$ cat src/sv/sprt_pkg.sv
package sprt_pkg;

    localparam int SPR_SLOTS = 64;
    localparam int TB_TICKS  = 4;

    localparam int SLOT_W = $clog2(SPR_SLOTS);
    localparam int TB_PW  = (TB_TICKS > 1) ? $clog2(TB_TICKS) : 1;

    localparam logic [SLOT_W-1:0] HID1_SLOT = SLOT_W'(36);

    localparam logic [1:0] CMD_WRITE = 2'd0;
    localparam logic [1:0] CMD_READ  = 2'd1;
    localparam logic [1:0] CMD_TICK  = 2'd2;

    localparam logic [1:0] CFG_PVR     = 2'd0;
    localparam logic [1:0] CFG_DEC_DIV = 2'd1;
    localparam logic [1:0] CFG_PLL     = 2'd2;

    localparam logic [4:0] DEC_DIV_RESET = 5'd2;

    typedef enum logic [2:0] {
        K_PLAIN,
        K_DEC,
        K_TBL,
        K_TBU,
        K_TBL_R,
        K_TBU_R,
        K_PVR,
        K_NONE
    } t_spr_kind;

    typedef struct packed {
        t_spr_kind         kind;
        logic [SLOT_W-1:0] slot;
    } t_spr_dec;

    typedef struct packed {
        logic [1:0]  cmd;
        logic [9:0]  spr_number;
        logic [31:0] write_value;
    } t_in_item;

    typedef struct packed {
        logic [31:0] read_value;
        logic        unknown_spr;
        logic        dec_interrupt;
    } t_out_item;

    // one step for the timer unit, already qualified by the stage firing
    typedef struct packed {
        logic        tick;
        logic        dec_wr;
        logic        tbl_wr;
        logic        tbu_wr;
        logic [31:0] data;
    } t_tmr_req;

    typedef struct packed {
        logic [63:0] tb;
        logic [31:0] dec;
        logic        irq;
    } t_tmr_stat;

    function automatic t_spr_dec spr_decode(input logic [9:0] n);
        t_spr_dec d;
        d.kind = K_PLAIN;
        d.slot = '0;
        if (n >= 10'd528 && n <= 10'd543) begin
            d.slot = SLOT_W'(13) + SLOT_W'(n[3:0]);
        end else if (n >= 10'd976 && n <= 10'd982) begin
            d.slot = SLOT_W'(29) + SLOT_W'(n[2:0]);
        end else if (n >= 10'd272 && n <= 10'd275) begin
            d.slot = SLOT_W'(5) + SLOT_W'(n[1:0]);
        end else begin
            case (n)
                10'd8:    d.slot = SLOT_W'(0);
                10'd9:    d.slot = SLOT_W'(1);
                10'd1:    d.slot = SLOT_W'(2);
                10'd26:   d.slot = SLOT_W'(3);
                10'd27:   d.slot = SLOT_W'(4);
                10'd18:   d.slot = SLOT_W'(9);
                10'd19:   d.slot = SLOT_W'(10);
                10'd282:  d.slot = SLOT_W'(11);
                10'd25:   d.slot = SLOT_W'(12);
                10'd1009: d.slot = HID1_SLOT;
                10'd1008: d.slot = SLOT_W'(37);
                10'd1011: d.slot = SLOT_W'(38);
                10'd1010: d.slot = SLOT_W'(39);
                10'd22:   d.kind = K_DEC;
                10'd284:  d.kind = K_TBL;
                10'd285:  d.kind = K_TBU;
                10'd268:  d.kind = K_TBL_R;
                10'd269:  d.kind = K_TBU_R;
                10'd287:  d.kind = K_PVR;
                default:  d.kind = K_NONE;
            endcase
        end
        return d;
    endfunction

endpackage

$ cat src/sv/sprt_ram.sv
module sprt_ram #(
    parameter int WIDTH = 32,
    parameter int DEPTH = 64
) (
    input  logic                     i_clk,
    input  logic                     i_we,
    input  logic [$clog2(DEPTH)-1:0] i_waddr,
    input  logic [WIDTH-1:0]         i_wdata,
    input  logic                     i_re,
    input  logic [$clog2(DEPTH)-1:0] i_raddr,
    output logic [WIDTH-1:0]         o_rdata
);

    logic [WIDTH-1:0] r_mem [DEPTH];
    logic [WIDTH-1:0] r_rdata;

    always_ff @(posedge i_clk) begin
        if (i_we) begin
            r_mem[i_waddr] <= i_wdata;
        end
        if (i_re) begin
            r_rdata <= r_mem[i_raddr];
        end
    end

    assign o_rdata = r_rdata;

endmodule

$ cat src/sv/sprt_timers.sv
module sprt_timers (
    input  logic                i_clk,
    input  logic                i_rst_n,
    input  sprt_pkg::t_tmr_req  i_req,
    input  logic [4:0]          i_divider,
    output sprt_pkg::t_tmr_stat o_stat
);

    import sprt_pkg::*;

    logic [63:0]      r_tb;
    logic [TB_PW-1:0] r_tb_pre;
    logic [31:0]      r_dec;
    logic [4:0]       r_dec_pre;

    logic [4:0]       div;
    logic             tb_step;
    logic             dec_step;

    // a zero divider counts as one
    assign div      = (i_divider == 5'd0) ? 5'd1 : i_divider;
    assign tb_step  = ({1'b0, r_tb_pre} + (TB_PW+1)'(1)) >= (TB_PW+1)'(TB_TICKS);
    assign dec_step = ({1'b0, r_dec_pre} + 6'd1) >= {1'b0, div};

    always_ff @(posedge i_clk) begin
        if (!i_rst_n) begin
            r_tb      <= '0;
            r_tb_pre  <= '0;
            r_dec     <= '0;
            r_dec_pre <= '0;
        end else begin
            if (i_req.tick) begin
                if (tb_step) begin
                    r_tb_pre <= '0;
                    r_tb     <= r_tb + 64'd1;
                end else begin
                    r_tb_pre <= r_tb_pre + TB_PW'(1);
                end
                if (dec_step) begin
                    r_dec_pre <= '0;
                    r_dec     <= r_dec - 32'd1;
                end else begin
                    r_dec_pre <= r_dec_pre + 5'd1;
                end
            end
            if (i_req.dec_wr) begin
                r_dec <= i_req.data;
            end
            if (i_req.tbl_wr) begin
                r_tb[31:0] <= i_req.data;
                r_tb_pre   <= '0;
            end
            if (i_req.tbu_wr) begin
                r_tb[63:32] <= i_req.data;
                r_tb_pre    <= '0;
            end
        end
    end

    always_comb begin
        o_stat.tb  = r_tb;
        o_stat.dec = r_dec;
        o_stat.irq = (i_req.tick && dec_step && (r_dec == 32'd0))
                  || (i_req.dec_wr && ((i_req.data[31] && !r_dec[31])
                                       || (i_req.data == 32'd0)));
    end

endmodule

$ cat src/sv/special_register_file_with_timers_unit.sv
// Channel   | Direction | Handshake                 | Payload
// ----------+-----------+---------------------------+-------------------------------
// in        | to unit   | i_in_valid / o_in_stall   | i_in_data  (cmd, spr, value)
// out       | from unit | o_out_valid / i_out_stall | o_out_data (read, unk, irq)
// cfg       | to unit   | i_cfg_valid / o_cfg_ready | i_cfg_index, i_cfg_data
//
// Each item passes from transfer in through the registered read of the
// register store, then forms its result and steps the timers into the result
// register. Items overlap, so one item a cycle is sustained while out flows.
// Synchronous active-low reset clears control, timers and the store valid
// bits; HID1 bits 31..28 sit in a flop of their own. A stall on out holds the
// result register, then the read stage, then stalls in.
module special_register_file_with_timers_unit (
    input  logic                i_clk,
    input  logic                i_rst_n,
    input  logic                i_in_valid,
    output logic                o_in_stall,
    input  sprt_pkg::t_in_item  i_in_data,
    output logic                o_out_valid,
    input  logic                i_out_stall,
    output sprt_pkg::t_out_item o_out_data,
    input  logic                i_cfg_valid,
    output logic                o_cfg_ready,
    input  logic [1:0]          i_cfg_index,
    input  logic [31:0]         i_cfg_data
);

    import sprt_pkg::*;

    // configuration
    logic [31:0]          r_pvr;
    logic [4:0]           r_dec_div;
    logic [3:0]           r_hid1_pll;

    // store valid bits: an entry never written reads as zero
    logic [SPR_SLOTS-1:0] r_slot_vld;

    // read stage
    logic                 r_s1_valid;
    logic [1:0]           r_s1_cmd;
    t_spr_kind            r_s1_kind;
    logic                 r_s1_hit;
    logic                 r_s1_hid1;
    logic [31:0]          r_s1_wval;

    // result register
    logic                 r_out_valid;
    t_out_item            r_out;

    logic                 in_acc;
    logic                 s2_fire;
    logic                 cfg_acc;
    t_spr_dec             dec_in;
    logic                 ram_we;
    logic [31:0]          ram_q;
    t_tmr_req             tmr_req;
    t_tmr_stat            tmr_stat;
    t_out_item            n_out;

    assign cfg_acc     = i_cfg_valid && o_cfg_ready;
    assign o_cfg_ready = 1'b1;

    // advance the read stage whenever the result register can take it
    assign s2_fire    = r_s1_valid && !(r_out_valid && i_out_stall);
    assign o_in_stall = r_s1_valid && !s2_fire;
    assign in_acc     = i_in_valid && !o_in_stall;

    assign dec_in = spr_decode(i_in_data.spr_number);
    assign ram_we = in_acc && (i_in_data.cmd == CMD_WRITE) && (dec_in.kind == K_PLAIN);

    // store writes land at transfer, so any later read sees them
    sprt_ram #(
        .WIDTH (32),
        .DEPTH (SPR_SLOTS)
    ) u_store (
        .i_clk   (i_clk),
        .i_we    (ram_we),
        .i_waddr (dec_in.slot),
        .i_wdata (i_in_data.write_value),
        .i_re    (in_acc),
        .i_raddr (dec_in.slot),
        .o_rdata (ram_q)
    );

    always_comb begin
        tmr_req.tick   = s2_fire && (r_s1_cmd == CMD_TICK);
        tmr_req.dec_wr = s2_fire && (r_s1_cmd == CMD_WRITE) && (r_s1_kind == K_DEC);
        tmr_req.tbl_wr = s2_fire && (r_s1_cmd == CMD_WRITE)
                      && ((r_s1_kind == K_TBL) || (r_s1_kind == K_TBL_R));
        tmr_req.tbu_wr = s2_fire && (r_s1_cmd == CMD_WRITE)
                      && ((r_s1_kind == K_TBU) || (r_s1_kind == K_TBU_R));
        tmr_req.data   = r_s1_wval;
    end

    sprt_timers u_timers (
        .i_clk     (i_clk),
        .i_rst_n   (i_rst_n),
        .i_req     (tmr_req),
        .i_divider (r_dec_div),
        .o_stat    (tmr_stat)
    );

    // form the result of the item in the read stage
    always_comb begin
        n_out.read_value    = '0;
        n_out.unknown_spr   = 1'b0;
        n_out.dec_interrupt = tmr_stat.irq;
        case (r_s1_cmd)
            CMD_WRITE: begin
                n_out.unknown_spr = (r_s1_kind == K_NONE);
            end
            CMD_READ: begin
                case (r_s1_kind)
                    K_PLAIN: begin
                        n_out.read_value = r_s1_hit ? ram_q : 32'd0;
                        if (r_s1_hid1) begin
                            n_out.read_value[31:28] = r_hid1_pll;
                        end
                    end
                    K_DEC:   n_out.read_value = tmr_stat.dec;
                    K_TBL:   n_out.read_value = tmr_stat.tb[31:0];
                    K_TBU:   n_out.read_value = tmr_stat.tb[63:32];
                    K_PVR:   n_out.read_value = r_pvr;
                    default: n_out.unknown_spr = 1'b1;
                endcase
            end
            default: begin
            end
        endcase
    end

    always_ff @(posedge i_clk) begin
        if (!i_rst_n) begin
            r_pvr       <= '0;
            r_dec_div   <= DEC_DIV_RESET;
            r_hid1_pll  <= '0;
            r_slot_vld  <= '0;
            r_s1_valid  <= 1'b0;
            r_out_valid <= 1'b0;
        end else begin
            if (cfg_acc) begin
                case (i_cfg_index)
                    CFG_PVR:     r_pvr      <= i_cfg_data;
                    CFG_DEC_DIV: r_dec_div  <= i_cfg_data[4:0];
                    CFG_PLL:     r_hid1_pll <= i_cfg_data[3:0];
                    default: begin
                    end
                endcase
            end
            if (ram_we) begin
                r_slot_vld[dec_in.slot] <= 1'b1;
                if (dec_in.slot == HID1_SLOT) begin
                    r_hid1_pll <= i_in_data.write_value[31:28];
                end
            end
            if (in_acc) begin
                r_s1_valid <= 1'b1;
            end else if (s2_fire) begin
                r_s1_valid <= 1'b0;
            end
            if (s2_fire) begin
                r_out_valid <= 1'b1;
            end else if (!i_out_stall) begin
                r_out_valid <= 1'b0;
            end
        end
    end

    // payload: hold the read stage and result register while stalled
    always_ff @(posedge i_clk) begin
        if (in_acc) begin
            r_s1_cmd  <= i_in_data.cmd;
            r_s1_kind <= dec_in.kind;
            r_s1_hit  <= r_slot_vld[dec_in.slot];
            r_s1_hid1 <= (dec_in.slot == HID1_SLOT);
            r_s1_wval <= i_in_data.write_value;
        end
        if (s2_fire) begin
            r_out <= n_out;
        end
    end

    assign o_out_valid = r_out_valid;
    assign o_out_data  = r_out;

endmodule

$ cat config.mk
export PLATFORM = sky130hd
export DESIGN_NAME = special_register_file_with_timers_unit
export DESIGN_NICKNAME = d
export VERILOG_FILES = /design/src/sv/sprt_pkg.sv /design/src/sv/sprt_ram.sv /design/src/sv/sprt_timers.sv /design/src/sv/special_register_file_with_timers_unit.sv
export SDC_FILE = /design/constraint.sdc
export NUM_CORES = 2
export LEC_CHECK = 0
export ABC_AREA = 1
export BUFFER_PORTS_ARGS = -buffer_cell sky130_fd_sc_hd__clkbuf_2
export CORE_MARGIN = 3
export CORE_UTILIZATION = 25
export CTS_CLUSTER_SIZE = 24
export DETAILED_ROUTE_END_ITERATION = 8
export GPL_TIMING_DRIVEN = 0
export PLACE_DENSITY_LB_ADDON = 0.2
export SYNTH_ARGS = -nofsm -noshare
export SYNTH_HDL_FRONTEND = slang
export SYNTH_HIERARCHICAL = 1
export SYNTH_SLANG_ARGS = --single-unit
$ cat constraint.sdc
create_clock -name i_clk -period 7.45 [get_ports i_clk]
set_clock_uncertainty 0.2 [all_clocks]
set_input_delay 1.49 -clock i_clk [delete_from_list [all_inputs] [get_ports i_clk]]
set_output_delay 1.49 -clock i_clk [all_outputs]
set_load 0.01 [all_outputs]
* Yosys cells after proc, flatten, opt, wreduce, memory -nomap -nowiden
Memories as Yosys holds them, arrays and structs flattened. A register that Yosys moved wholly into a read port is not among the register bits.
Cells that the tools add are included.
** Storage, ports and cells
- Bits in registers :: 283
- RAM bits :: 2048
- Input bits :: 83
- Memories :: 1
** Memories
- u_store.r_mem :: depth 64, width 32, read ports 1, clocked after Yosys merged registers in 1, write ports 1, RTL line sprt_ram.sv:14 : logic [WIDTH-1:0] r_mem [DEPTH];
** Operators by class
- Add/subtract/negate cells :: 9
- $lt $le $gt $ge :: 10
- Equal/unequal tests :: 32
- Muxes and demuxes :: 37
- Bitwise gates (word level) :: 2
- Reductions and logical operators :: 50
** Operators with widths (number)
- $mux 32 :: 6
- $pmux 32 s5 :: 1
- $mux 64 :: 2
- $pmux 6 s12 :: 1
- $add 64x1->64 const B :: 1
- $logic_not 32->1 :: 2
- $or 64x64->64 :: 1
- $eq 10x5->1 const B :: 6
- $eq 10x9->1 const B :: 6
- $eq 10x10->1 const B :: 4
- $sub 32x1->32 const B :: 1
- $pmux 3 s7 :: 1
- $eq 10x4->1 const B :: 2
- $ge 10x10->1 const B :: 2
- $le 10x10->1 const B :: 2
- $mux 4 :: 5
- $logic_and 1x1->1 :: 19
- $mux 6 :: 3
- $reduce_bool 2->1 :: 7
- $reduce_or 13->1 :: 1
- $eq 3x3->1 const B :: 4
- $eq 10x1->1 const B :: 1
- $ge 10x9->1 const B :: 1
- $le 10x9->1 const B :: 1
- other kinds (33) :: 60

* Logic depth before layout (Yosys ltp)
- Depth after elaboration :: 11
- Gate-level depth with buffers :: 24
- Depth with buffers taken out :: 19

* Modules after synthesis
The synthesis kept the hierarchy.
** Modules (own cells, without submodules)
- sprt_ram :: instances 1, cells each 6769, area each 83058.4 µm², seq. area each 62459.9 µm²
- special_register_file_with_timers_unit :: instances 1, cells each 1034, area each 8081.5 µm², seq. area each 4013.8 µm²
- sprt_timers :: instances 1, cells each 1317, area each 7643.6 µm², seq. area each 2062.0 µm²

* Worst setup path after synthesis
Ideal clock, no wire load.
- Path type :: in2reg
- Start point :: input port i_in_data[32] (netlist bit)
- End point :: memory u_store.r_mem[48][0], enable pin
- Library setup time :: 502 ps
- Arrival :: 6506 ps
- Path slack :: 242 ps
- Stages :: 16
- Cells stage by stage :: inv_1 ha_1 inv_1 a21oi_1 o21ai_1 nand3_1 nor2_1 nand3_2 nand3_1 nand2_1 nand2_1 nor2_2 buf_2 clkbuf_1 nand4_1 nor4_1
** On the way
- Cells in the longest elaborated chain, start to end :: 10
- Elaborated cells between the ends (all ways) :: 44
** RTL lines
- from (decl) :: RTL line special_register_file_with_timers_unit.sv:18 : input sprt_pkg::t_in_item i_in_data,
- $eq 10x10->1, or another cell as far along :: RTL line sprt_pkg.sv:75 : case (n)
- $reduce_or 13->1 (no source line)
- $pmux 3 s7 :: RTL line sprt_pkg.sv:75
- $mux 3 :: RTL line sprt_pkg.sv:72 : end else if (n >= 10'd272 && n <= 10'd275) begin
- $mux 3 :: RTL line sprt_pkg.sv:70 : end else if (n >= 10'd976 && n <= 10'd982) begin
- $mux 3 * :: RTL line sprt_pkg.sv:68 : if (n >= 10'd528 && n <= 10'd543) begin
- $logic_not 3->1 * :: RTL line special_register_file_with_timers_unit.sv:69 : assign ram_we = in_acc && (i_in_data.cmd == CMD_WRITE) && (dec_in.kind == K_PLAIN);
- $logic_and 1x1->1 * :: RTL line special_register_file_with_timers_unit.sv:69
- via ram_we :: RTL line special_register_file_with_timers_unit.sv:54 : logic ram_we;
- $mux 1 * :: RTL line sprt_ram.sv:18 : if (i_we) begin
- $mux 1 (implied by the code) * :: RTL line sprt_ram.sv:19 : r_mem[i_waddr] <= i_wdata;
- to (decl) :: RTL line sprt_ram.sv:14
The timed path passes the listed nets; every way through them passes the cells marked *.

==> qor.txt <==
Setup violations, final - 0
Total Nets Final - 9808
Number of placed I/O pins - 120
RSZ-0062 raised after global routing - false
Final period util - 88.8%
Number of buffers inserted by port buffering - 118
Post-synthesis mux area share - 0%
HPWL reported at the end of detailed placement - 335 mm
Finished Cell Area - 118000 um2
Synth Register Bits - 2347
Power density of the placed cells - 244 nW/um2
Type of the worst min-delay path - register to register
Critical path required time - 7800 ps
Clock tree from TritonCTS - yes
Cell accounting for the most synthesized area - sky130_fd_sc_hd__edfxtp_1
Area of the die - 403000 um2
Critical path class - primary input to register
Most common cell in the synthesized netlist - sky130_fd_sc_hd__nand2_1
Post-Syn Area per Cell - 10.8 um2
Fraction of synthesized cell area taken by the top area cell type - 65.4%
Max Transition Viols Final - 11
Fraction of final layout cells sized beyond drive strength 1 - 11.9%
Outcome - finished with violations
GRT Total Usage - 22.1%
Setup Total Neg Slack - 0 ps
Share of the core filled with cells - 30.1%
Worst hold-check slack - 266 ps
Routed wire length - 459 mm
XOR/XNOR Fraction of Synth Area - 0.488%
Global routing met3 resource utilization - 3.43%
Cells after Synth - 9120
Post-place setup slack - 150 ps
Violated checks - max-capacitance violations, max-slew violations
Iter 0 DRT Violations - 9644
Routed length per placed instance - 30.3 um
Combined area of all synthesized cells - 98800 um2
Antenna violations before repair - 43
Ranking of synthesized cells by instance count - sky130_fd_sc_hd__nand2_1, sky130_fd_sc_hd__edfxtp_1, sky130_fd_sc_hd__nand3_1
Number of different library cells in the post-synthesis netlist - 51
Yosys warning total - 6
Register area share after synthesis - 69.4%
GR met2 Demand/Resource - 34.9%
Instance count after placement with tap cells included - 14653
Detail Route Antenna Nets - 0
Final worst setup slack - 833 ps
Critical path fanouts, max - 11
CTS H-Tree Depth - 5
Final period demand of the worst path - 6620 ps
Compound-cell area share of the yosys netlist - 2.15%
Fill cell instance count of the final layout - 40392
Main combinational cell family by area after synthesis - simple AND/OR/NAND/NOR gates
Initial cell density of the core - 25.1%
Num Clock Sinks - 2347
Reported leakage power - 41.2 nW
Kind of launch point of the worst setup path - primary input
Clk slew on worst S/H paths - 60 ps
Arr. time, crit path - 6970 ps
Transition time at the pin with the least slew margin - 1530 ps
Crit. End Element - register
Horizontal extent of the die - 635 um
Headroom to the max-slew limit - -1.86%
Overflow left after global routing - 0
Syn nets - 9219
Flip-flop cell with the highest count after synthesis - sky130_fd_sc_hd__edfxtp_1
Grt met1 use - 30.0%
CTS Buf Count - 273
DRC violation count after routing - 0
Number of post-CTS setup repair buffers - 0
Number of gates given a new drive strength after cts - 0
Wire length of the first global-routing pass - 613 mm
Router iterations before antenna repair - 8
Total cell area at the placement stage - 110000 um2
Total power after layout - 28.8 mW
Skew-Pair Late Insertion Delay - 920 ps
Via count of the routed design - 76770
Number of standard cells in the final layout excluding fillers - 15152
Site row count - 230
Buffer type at the clock tree root - sky130_fd_sc_hd__clkbuf_16
Simple-Gate Fraction of Synth Area - 24.2%
Synth-to-layout area growth - 19.7%
Number of max-cap violations - 1
Via-to-Cell Ratio - 5.07
Total core area - 393000 um2
Fraction of registers with async set or reset after synthesis - 0%
Via count of the first global-routing pass - 70402
Die span in y - 635 um
Final number of hold-violating endpoints - 0
Number of hold-repair buffers added at the cts stage - 0
Post-synth EDFFs - 2153
Peak supply drop - 0.000193 V
Pin count of the biggest net entering global routing - 72
Number of buffers between clock root and the deepest sink - 4
Fraction of the mapped netlist area in adder cells - 0.203%
Global routing's busiest layer - met2
Cell types occupying the most area after synthesis - sky130_fd_sc_hd__edfxtp_1, sky130_fd_sc_hd__nand2_1, sky130_fd_sc_hd__nand3_1
Timing-limited maximum frequency - 151 MHz
Final Wtd Congestion - 0.988
==> where the power goes <==
group	switching, mW	leakage [nW]	internal, mW	total, mW
Combinational	1.02	16.2	0.268	1.29
Clock	5.61	4.11	7.47	13.1
Sequential	0.0564	21.0	14.4	14.5
==> metal layers <==
layer  part of all wire [%]  vias up
met5                  0.017        -
met3                    8.0      763
li1                       -    33160
met4                    5.1       10
met1                     42    38953
met2                     45     3884
==> critical path: stages <==
cell	delay, ps
sky130_fd_sc_hd__clkbuf_2	170
sky130_fd_sc_hd__inv_1	110
sky130_fd_sc_hd__ha_1	300
sky130_fd_sc_hd__nand2_1	140
sky130_fd_sc_hd__nor2_4	60
sky130_fd_sc_hd__nor4_1	400
sky130_fd_sc_hd__nand3_1	820
sky130_fd_sc_hd__inv_1	280
sky130_fd_sc_hd__clkbuf_2	730
sky130_fd_sc_hd__clkbuf_1	1010
sky130_fd_sc_hd__nand3_1	260
sky130_fd_sc_hd__nand3_1	410
sky130_fd_sc_hd__nand2_1	210
sky130_fd_sc_hd__nand2_1	290
sky130_fd_sc_hd__nand2_1	220
==> path summary, 6_finish.rpt <==
| kind | startpoint | end | slack (ps) | cells after the start |
|---|---|---|---|---|
| hold reg to reg | r_slot_vld[35] | r_slot_vld[35] | 270 | 2 |
| hold / removal | r_slot_vld[35] | r_slot_vld[35] | 270 | 2 |
| setup / recovery | i_in_data[32] | u_store/o_rdata[2] | 830 | 15 |
| setup reg to reg | o_out_valid | u_store/r_mem[62][25] | 1910 | 13 |
==> kinds of logic after synthesis <==
logic type	after synthesis
AOI/OAI and AO/OA	370
and+or+nand+nor	5576
other	1
buffers and inverters	755
DFF	2347
xor gates and xnor gates	55
adders and majority gates	16
==> cells in the final DEF (no fill, tap or decap), drive strengths merged, types with 2 or more instances in the layout <==
| cell type | n |
|---|---|
| nand2 | 2906 |
| edfxtp | 2153 |
| nand3 | 2098 |
| buf | 604 |
| clkbuf | 595 |
| nor2 | 499 |
| inv | 216 |
| dfxtp | 194 |
| a21oi | 140 |
| o21ai | 108 |
| clkinv | 102 |
| a31oi | 34 |
| nand4 | 33 |
| xor2 | 31 |
| diode | 26 |
| a22oi | 24 |
| o22ai | 24 |
| xnor2 | 24 |
| a41oi | 22 |
| nor3 | 19 |
| ha | 16 |
| bufinv | 16 |
| nor4 | 13 |
| clkinvlp | 8 |
| o21bai | 5 |
| a32oi | 4 |
| or2 | 3 |
| o211ai | 2 |
| a21o | 2 |
| nor3b | 2 |
==> state kept, by name (all words and copies together), names as in the netlist, 3 cells and up <==
signal              cells
r_pvr                  32
r_hid1_pll              4
u_timers/r_dec         32
o_out_data             34
u_store/r_mem        2048
r_dec_div               5
u_store/o_rdata        32
u_timers/r_dec_pre      5
r_slot_vld             48
r_s1_wval              32
r_s1_kind               3
u_timers/r_tb          64
==> cell type report <==
cell class	count	area [um2]	share of cell area [%]
well taps	5220	6530	5.52
clock buffers	339	7250	6.13
multi-input cells	6018	27200	23.0
repair buffers	314	3940	3.33
flip-flops and latches	2347	68500	58.0
diodes	26	65.1	0.0550
clock inverters	133	1200	1.01
plain buffers	546	2720	2.30
inverters	209	792	0.670
No activity file was read; power rests on OpenSTA's default activity.
